===== src/design/dcc_pkg.sv =====
package dcc_pkg;

  localparam int unsigned QueueDepth    = 2;
  localparam int unsigned PreambleReset = 14;
  localparam int unsigned MaxPreamble   = 27;
  localparam int unsigned BodyBits      = 4 * 9 + 1;

  localparam logic [7:0]  InstrByte    = 8'h3F;
  localparam logic [6:0]  CodeMask     = 7'h7F;
  localparam logic [10:0] FullFraction = 11'd1024;
  localparam logic [6:0]  SpeedSteps   = 7'd125;

  typedef enum logic [1:0] {
    CMD_SPEED = 2'd0,
    CMD_STOP  = 2'd1,
    CMD_ESTOP = 2'd2,
    CMD_NONE  = 2'd3
  } cmd_t;

  // One formed packet, ready for the serializer.
  typedef struct packed {
    logic [7:0] addr;
    logic [7:0] data;
    logic [7:0] check;
    logic [4:0] pre;
  } pkt_t;

endpackage


===== src/design/dcc_front.sv =====
module dcc_front (
  input  logic          clk,
  input  logic          rst,
  input  logic          s_tvalid,
  output logic          s_tready,
  input  logic [1:0]    command,
  input  logic [7:0]    address,
  input  logic [10:0]   speed_fraction,
  input  logic          forward,
  input  logic          cfg_valid,
  output logic          cfg_ready,
  input  logic [4:0]    cfg_data,
  output logic          pkt_valid,
  input  logic          pkt_ready,
  output dcc_pkg::pkt_t pkt
);

  logic [4:0]    preamble_length;
  logic [4:0]    pre_clamped;
  logic [10:0]   frac_clamped;
  logic [17:0]   product;
  logic [6:0]    code;
  logic          fwd;
  logic [7:0]    data;
  dcc_pkg::pkt_t pkt_next;
  dcc_pkg::cmd_t cmd;

  assign cfg_ready = 1'b1;
  assign s_tready  = !pkt_valid || pkt_ready;
  assign cmd       = dcc_pkg::cmd_t'(command);

  always_ff @(posedge clk) begin
    if (rst) begin
      preamble_length <= 5'(dcc_pkg::PreambleReset);
    end else if (cfg_valid && cfg_ready) begin
      preamble_length <= cfg_data;
    end
  end

  always_comb begin
    frac_clamped = (speed_fraction > dcc_pkg::FullFraction) ? dcc_pkg::FullFraction
                                                            : speed_fraction;
    product = 18'(frac_clamped) * 18'(dcc_pkg::SpeedSteps);
    code    = 7'd0;
    fwd     = 1'b1;
    unique case (cmd)
      dcc_pkg::CMD_SPEED: begin
        // zero speed goes out as a plain stop
        if (speed_fraction != 11'd0) begin
          code = 7'(product[17:10] + 8'd2);
          fwd  = forward;
        end
      end
      dcc_pkg::CMD_ESTOP: code = 7'd1;
      default:            code = 7'd0;
    endcase
    data = {fwd, code & dcc_pkg::CodeMask};
    pre_clamped = (preamble_length > 5'(dcc_pkg::MaxPreamble)) ?
                  5'(dcc_pkg::MaxPreamble) : preamble_length;
    pkt_next.addr  = address;
    pkt_next.data  = data;
    pkt_next.check = address ^ dcc_pkg::InstrByte ^ data;
    pkt_next.pre   = pre_clamped;
  end

  always_ff @(posedge clk) begin
    if (rst) begin
      pkt_valid <= 1'b0;
    end else if (s_tready) begin
      // drop the unused command code
      pkt_valid <= s_tvalid && (cmd != dcc_pkg::CMD_NONE);
    end
  end

  always_ff @(posedge clk) begin
    if (s_tready && s_tvalid) begin
      pkt <= pkt_next;
    end
  end

endmodule


===== src/design/dcc_queue.sv =====
module dcc_queue #(
  parameter int unsigned DEPTH = dcc_pkg::QueueDepth
) (
  input  logic          clk,
  input  logic          rst,
  input  logic          wr_valid,
  output logic          wr_ready,
  input  dcc_pkg::pkt_t wr_pkt,
  output logic          rd_valid,
  input  logic          rd_ready,
  output dcc_pkg::pkt_t rd_pkt
);

  localparam int unsigned PtrW = (DEPTH > 1) ? $clog2(DEPTH) : 1;
  localparam int unsigned CntW = $clog2(DEPTH + 1);

  dcc_pkg::pkt_t mem [DEPTH];
  logic [PtrW-1:0] wr_ptr;
  logic [PtrW-1:0] rd_ptr;
  logic [CntW-1:0] count;
  logic            do_wr;
  logic            do_rd;

  assign wr_ready = (count != CntW'(DEPTH));
  assign rd_valid = (count != CntW'(0));
  assign rd_pkt   = mem[rd_ptr];
  assign do_wr    = wr_valid && wr_ready;
  assign do_rd    = rd_valid && rd_ready;

  function automatic logic [PtrW-1:0] wrap_inc(input logic [PtrW-1:0] p);
    wrap_inc = (p == PtrW'(DEPTH - 1)) ? PtrW'(0) : PtrW'(p + 1'b1);
  endfunction

  always_ff @(posedge clk) begin
    if (rst) begin
      wr_ptr <= '0;
      rd_ptr <= '0;
      count  <= '0;
    end else begin
      if (do_wr) wr_ptr <= wrap_inc(wr_ptr);
      if (do_rd) rd_ptr <= wrap_inc(rd_ptr);
      if (do_wr && !do_rd)      count <= CntW'(count + 1'b1);
      else if (do_rd && !do_wr) count <= CntW'(count - 1'b1);
    end
  end

  always_ff @(posedge clk) begin
    if (do_wr) begin
      mem[wr_ptr] <= wr_pkt;
    end
  end

endmodule


===== src/design/dcc_back.sv =====
module dcc_back (
  input  logic          clk,
  input  logic          rst,
  input  logic          pkt_valid,
  output logic          pkt_ready,
  input  dcc_pkg::pkt_t pkt,
  output logic          m_tvalid,
  input  logic          m_tready,
  output logic          line_bit,
  output logic          last
);

  localparam int unsigned BodyW = $clog2(dcc_pkg::BodyBits + 1);

  logic                            busy;
  logic [4:0]                      pre_cnt;
  logic [BodyW-1:0]                body_cnt;
  logic [dcc_pkg::BodyBits-1:0]    shreg;
  logic [dcc_pkg::BodyBits-1:0]    load_bits;
  logic                            advance;
  logic                            finishing;

  assign advance   = !m_tvalid || m_tready;
  assign finishing = busy && advance && (pre_cnt == 5'd0) && (body_cnt == BodyW'(1));
  assign pkt_ready = !busy || finishing;
  assign load_bits = {1'b0, pkt.addr, 1'b0, dcc_pkg::InstrByte,
                      1'b0, pkt.data, 1'b0, pkt.check, 1'b1};

  always_ff @(posedge clk) begin
    if (rst) begin
      busy     <= 1'b0;
      m_tvalid <= 1'b0;
      pre_cnt  <= '0;
      body_cnt <= '0;
    end else begin
      if (advance) m_tvalid <= busy;
      if (!busy) begin
        if (pkt_valid) begin
          busy     <= 1'b1;
          pre_cnt  <= pkt.pre;
          body_cnt <= BodyW'(dcc_pkg::BodyBits);
          shreg    <= load_bits;
        end
      end else if (advance) begin
        if (pre_cnt != 5'd0) begin
          line_bit <= 1'b1;
          last     <= 1'b0;
          pre_cnt  <= pre_cnt - 5'd1;
        end else begin
          // shift the body out MSB first, closing one last
          line_bit <= shreg[dcc_pkg::BodyBits-1];
          last     <= (body_cnt == BodyW'(1));
          if (finishing) begin
            // take the next packet behind the closing beat
            busy <= pkt_valid;
            if (pkt_valid) begin
              pre_cnt  <= pkt.pre;
              body_cnt <= BodyW'(dcc_pkg::BodyBits);
              shreg    <= load_bits;
            end
          end else begin
            shreg    <= {shreg[dcc_pkg::BodyBits-2:0], 1'b0};
            body_cnt <= BodyW'(body_cnt - 1'b1);
          end
        end
      end
    end
  end

endmodule


===== src/design/dcc_speed_packet_serializer.sv =====
// channel  dir  handshake              payload
// s_*      in   s_tvalid / s_tready    tuser: command; tdata: address, speed_fraction, forward
// m_*      out  m_tvalid / m_tready    tdata: line_bit; tlast: last
// cfg_*    in   cfg_valid / cfg_ready  cfg_data: preamble_length
//
// One packet takes preamble_length (capped at 27) + 37 beats on m_*, one bit a cycle
// unless m_tready stalls it. The next packet loads on the closing beat, so packets
// follow with no gap when one is queued. The bit serializer sets the rate; the front
// forms the next packet while one is sent.
// rst is synchronous; it restores preamble_length to 14 and empties the queue.
// Either side may stall; a stalled output beat holds, and the queue absorbs the front.
module dcc_speed_packet_serializer #(
  parameter int unsigned QUEUE_DEPTH = dcc_pkg::QueueDepth
) (
  input  logic        clk,
  input  logic        rst,
  input  logic        s_tvalid,
  output logic        s_tready,
  input  logic [23:0] s_tdata,   // address[7:0], speed_fraction[18:8], forward[19], zero
  input  logic [1:0]  s_tuser,   // command[1:0]
  output logic        m_tvalid,
  input  logic        m_tready,
  output logic [7:0]  m_tdata,   // line_bit[0], zero
  output logic        m_tlast,
  input  logic        cfg_valid,
  output logic        cfg_ready,
  input  logic [4:0]  cfg_data
);

  logic          f_valid;
  logic          f_ready;
  dcc_pkg::pkt_t f_pkt;
  logic          q_valid;
  logic          q_ready;
  dcc_pkg::pkt_t q_pkt;
  logic          line_bit;

  dcc_front u_front (
    .clk            (clk),
    .rst            (rst),
    .s_tvalid       (s_tvalid),
    .s_tready       (s_tready),
    .command        (s_tuser),
    .address        (s_tdata[7:0]),
    .speed_fraction (s_tdata[18:8]),
    .forward        (s_tdata[19]),
    .cfg_valid      (cfg_valid),
    .cfg_ready      (cfg_ready),
    .cfg_data       (cfg_data),
    .pkt_valid      (f_valid),
    .pkt_ready      (f_ready),
    .pkt            (f_pkt)
  );

  dcc_queue #(.DEPTH(QUEUE_DEPTH)) u_queue (
    .clk      (clk),
    .rst      (rst),
    .wr_valid (f_valid),
    .wr_ready (f_ready),
    .wr_pkt   (f_pkt),
    .rd_valid (q_valid),
    .rd_ready (q_ready),
    .rd_pkt   (q_pkt)
  );

  dcc_back u_back (
    .clk       (clk),
    .rst       (rst),
    .pkt_valid (q_valid),
    .pkt_ready (q_ready),
    .pkt       (q_pkt),
    .m_tvalid  (m_tvalid),
    .m_tready  (m_tready),
    .line_bit  (line_bit),
    .last      (m_tlast)
  );

  assign m_tdata = {7'd0, line_bit};

endmodule


===== config.mk =====
export PLATFORM = sky130hd
export DESIGN_NAME = dcc_speed_packet_serializer
export DESIGN_NICKNAME = d
export VERILOG_FILES = /design/src/design/dcc_pkg.sv /design/src/design/dcc_front.sv /design/src/design/dcc_queue.sv /design/src/design/dcc_back.sv /design/src/design/dcc_speed_packet_serializer.sv
export SDC_FILE = /design/constraint.sdc
export NUM_CORES = 1
export LEC_CHECK = 0
export ABC_AREA = 1
export BUFFER_PORTS_ARGS = -buffer_cell sky130_fd_sc_hd__buf_2
export CORE_MARGIN = 2
export CORE_UTILIZATION = 35
export CTS_BUF_LIST = sky130_fd_sc_hd__clkbuf_16
export DETAILED_ROUTE_END_ITERATION = 12
export PLACE_DENSITY = 0.51
export SYNTH_ARGS = -nofsm -noshare
export SYNTH_HDL_FRONTEND = slang
export SYNTH_SLANG_ARGS = --single-unit

===== constraint.sdc =====
create_clock -name clk -period 10.5 [get_ports clk]
set_clock_uncertainty 0.15 [all_clocks]
set_input_delay 2.625 -clock clk [delete_from_list [all_inputs] [get_ports clk]]
set_output_delay 2.625 -clock clk [all_outputs]
set_load 0.05 [all_outputs]

Yosys cells after proc, flatten, opt, wreduce, memory -nomap -nowiden --
Memory sizes are Yosys's and may differ from the RTL's. A register that Yosys moved wholly into a read port is not among the register bits. Cells that the tools add are included. W data, S select, Z words.
Word-level totals: flip-flop bits (word level) 91, bits in writable memories 58, output and inout bits 12, word-level logic and storage cells 97, memories 1
Memories:
- u_queue.mem | words 2, bits a word 29, rd ports 1, clocked after memory_dff 1, write ports 1, line dcc_queue.sv:17 | dcc_pkg::pkt_t mem [DEPTH];
Cells by class: add/sub/neg operators 7, multiply operators 1, magnitude comparators 2, equality and inequality tests 7, mux-type cells 33, bitwise operators 3, reductions and logical operators 27
Operators by type and width (number):
- $mux W37 | 5
- $mux W6 | 5
- $mux W5 | 5
- $mul A11 B7 Y17 const B | 1
- $pmux W7 S2 | 1
- $mux W1 | 13
- $gt A11 B11 Y1 const B | 1
- $mux W11 | 1
- $reduce_bool A11 Y1 | 1
- $logic_and A1 B1 Y1 | 9
- $ne A2 B2 Y1 const B | 4
- $xor A8 B8 Y8 | 1
- $add A7 B2 Y7 const B | 1
- $mux W7 | 1
- $eq A6 B1 Y1 const B | 1
- $not A6 Y6 | 1
- $reduce_and A3 Y1 | 2
- $sub A6 B1 Y6 const B | 1
- $gt A5 B5 Y1 const B | 1
- $logic_not A1 Y1 | 5
- $logic_not A5 Y1 | 1
- $reduce_bool A5 Y1 | 1
- $sub A5 B1 Y5 const B | 1
- $mux W2 | 2
- other kinds (10) | 15

Longest topological paths before layout --
word-level depth 10, depth in mapped cells 33, gate-level depth less buffers 33

Modules after synthesis --
From an unflattened synthesis, not the netlist that was laid out.
Second synthesis, totals: cell total of the unflattened synthesis 863, area, all modules 8658.3 sq um
Modules (own cells, without submodules):
- dcc_front | times used 1, cells an instance 404, area each 3489.6 sq um, sequential area each 991.0 sq um
- dcc_back | times used 1, cells an instance 323, area each 2732.6 sq um, sequential area each 1431.4 sq um
- dcc_queue | times used 1, cells an instance 127, area each 2372.3 sq um, sequential area each 1841.8 sq um
- dcc_speed_packet_serializer | times used 1, cells an instance 9, area each 63.8 sq um, sequential area each 0.0 sq um

Worst setup path after synthesis --
No wires, ideal clock.
kind input to register, start input port s_tdata[17], end register u_front.pkt[10] (netlist bit) (data pin), library setup time 0.256 ns, arrival time 7.154 ns, required time 10.094 ns, path slack 2.939 ns, cell stages on the path 30, cells stage by stage inv_1 -> nand4_1 -> nor2_1 -> nand4_1 -> nand2_1 -> inv_1 -> nor2_1 -> inv_1 -> fa_1 -> fa_1 -> inv_1 -> fa_1 -> inv_1 -> fa_1 -> inv_1 -> ha_1 -> nand2_1 -> nor3_1 -> nand3_1 -> nand3_1 -> nand2_1 -> nand2_1 -> inv_1 -> ha_1 -> nand2_1 -> nor2_2 -> nor2_1 -> nor2_2 -> nand2_1 -> nand2_1
RTL lines:
- from (decl) | line dcc_speed_packet_serializer.sv:19 | input logic [23:0] s_tdata,
- to (signal assigned) | line dcc_front.sv:77 | pkt <= pkt_next;
- to (decl) | line dcc_front.sv:15 | output dcc_pkg::pkt_t pkt

==> metrics <==
initial cell density of the core=0.359; Cell Area, Synth=8180 um2; final cell count without fillers=1163; Root Buffer Master=clkbuf_16; most common cell in the netlist=nand2_1; Die W=157 um; worst reg2reg path depth=14; Inserted Clock Buffers=17; Die Area=24600 um2; Hold-fix buffers, CTS=0; peak supply drop=0.115 mV; Top Ports=48; register bit total from synthesis=150; crit share post-route=0.745; Setup violations, final=0; routed wire length=15100 um; post-DR wirelength/cell=13.0 um; drt first pass iters=4; RSZ-0062 raised after global routing=false; Avg Vias per Cell=4.56; Layout Cell Area excl Fill=9210 um2; reg-to-reg slack, setup=7.62 ns; HPWL after DPL=11000 um; slowest stage cell, crit path=fa_1; worst skew pair latency=0.41 ns; Post-Syn Instances=801; Die Y=157 um; area post-placement=8640 um2; Post-CTS Resized=0; Critical Path Source Type=input port; CP peak stage delay=0.53 ns; EDFF count, synth=126; critical path class=in2reg; minimum clock period=7.82 ns; Setup Buffers After CTS=0; peak fanout along the critical path=6; initial DRC count=228; Hold Crit Start=u_front.preamble_length[4]; clock sink count=150; first-pass GRT wire length=25000 um; area share of the largest cell type after synthesis=0.463; area leader, netlist=edfxtp_1; CTS tree=done; clk buf depth=2; syn avg cell area=10.2 um2; Clk pin slew, worst setup/hold paths=0.06 ns; worst hold path type=reg2reg; area delta synth->final=12.6%; number of global-route vias before repair=5097; DRC=0; Final Slew Violations=0; hold slack=0.282 ns; net total in the final layout=945; Filler cells=2248; crit path from=s_tdata[17]; P_leak=3.91 nW; top cells by area, synth=edfxtp_1, fa_1, nand2_1; status=completed; DR vias=5305; max-cap violations=0; WP data required=10.52 ns; CTS H-tree depth=4; largest net degree at the start of global routing=38; sequential-to-total area share from yosys stat=0.521; GRT Util Overall=0.131; Crit. End Element=flop; Post-Route Setup TNS=0 ns; RR Endpoint=u_queue.count[1]; area of the core=22800 um2; dominant synthesized flop cell=edfxtp_1; hold endpoint=u_front.pkt[4]; Yosys Warn Count=0; WP data arrival=7.84 ns; Max-slew headroom=0.294; Max Fclk=128 MHz; initial antenna violation count=0; PwrDens=261 nW/um2; GPL Wtd Cong=0.839; layout cell share with drive strength beyond 1=0.121; Routed Antenna Nets=0; RR Startpoint=u_back.pre_cnt[0]; FP Rows=55; Inst Count DP=1131; grt ovf=0; worst slew pin tran=1.06 ns; Inserted Diodes=0; hold path depth=0; Hold Violations, Final=0; library cells used by synthesis=48; Post-synth top cells=nand2_1, inv_1, edfxtp_1; Critical Path Most Common Cell=nand2_1; Port Buffer Count=35; Post-synth ARST share=0
==> registers in the layout, indices dropped and copies added, names as in the netlist, named ones only <==
| name | cells |
|---|---|
| u_front.pkt_valid | 1 |
| u_back.pre_cnt | 5 |
| u_back.m_tvalid | 1 |
| u_queue.wr_ptr | 1 |
| u_back.body_cnt | 6 |
| u_back.busy | 1 |
| u_queue.count | 2 |
| u_back.line_bit | 1 |
| u_back.last | 1 |
| u_back.shreg | 37 |
| u_front.pkt | 29 |
| u_queue.rd_ptr | 1 |
| u_queue.mem | 58 |
| u_front.preamble_length | 5 |
==> layer usage <==
| layer | share of wire | GRT usage | up-vias |
|---|---|---|---|
| met3 | 0.022 | 0.0224 | 12 |
| met2 | 0.51 | 0.234 | 70 |
| met1 | 0.46 | 0.158 | 2485 |
| li1 | - | - | 2738 |
| met4 | 0.014 | 0.0450 | 0 |
| met5 | 0 | 0 | - |
==> how the worst max path moves through the flow <==
stage	cells after the start	endpoint
after global routing	31	u_front.pkt[10]
final	31	u_front.pkt[10]
after CTS	31	u_front.pkt[10]
after floorplan	30	u_front.pkt[10]
after global placement	31	u_front.pkt[10]
after detailed placement	31	u_front.pkt[10]
==> worst max-delay path, delay by kind of cell <==
| family | cells | cell delay, ns |
|---|---|---|
| adders and majority gates | 6 | 2.56 |
| and+or+nand+nor | 16 | 1.76 |
| buffers and inverters | 8 | 0.72 |
| AOI/OAI and AO/OA | 1 | 0.15 |
==> kinds of logic after synthesis <==
group | Yosys count | share of synthesized area
AND/OR/NAND/NOR | 269 | 0.141
buffers and inverters | 172 | 0.0883
flip-flops | 150 | 0.521
AO/OA/AOI/OAI | 122 | 0.0935
adder cells (fa/ha/maj) | 72 | 0.139
XOR/XNOR | 11 | 0.0118
multiplexers | 3 | 0.00367
other | 2 | 0.000918
==> cell type report <==
| cell class | count | area, um2 | share of cell area |
|---|---|---|---|
| well taps | 313 | 392 | 0.0425 |
| clock buffers | 19 | 475 | 0.0516 |
| multi-input cells | 486 | 3230 | 0.351 |
| clock inverters | 13 | 93.8 | 0.0102 |
| repair buffers | 40 | 213 | 0.0231 |
| inverters | 142 | 538 | 0.0584 |
| flip-flops and latches | 150 | 4260 | 0.463 |
==> stage by stage <==
stage	utilization	power (mW)	worst slack [ns]
after floorplan	-	1.65	2.94
after global placement	0.379	1.85	2.23
after detailed placement	0.379	1.86	2.25
after CTS	0.404	2.43	2.68
after global routing	0.404	2.60	2.18
final	0.404	2.41	2.68
==> cell usage in the layout, fill, tap and decap left out, types with 6 or more instances in the layout <==
cell and count:
nand2_1 150, inv_1 134, edfxtp_1 126, nor2_1 52
ha_1 40, buf_2 35, a21oi_1 32, fa_1 32
nand3_1 27, dfxtp_1 24, o21ai_0 21, o22ai_1 21
a31oi_1 20, clkbuf_16 19, conb_1 9, nand4_1 8
nor2_2 7, inv_2 6, nand2_2 6, a22oi_1 6
xnor2_1 6
==> power by group <==
group          internal (mW)  switching, mW
clock                  0.332          0.239
sequential             0.848         0.0682
combinational          0.317          0.600
Note: power is estimated with default switching activity, not from simulation.
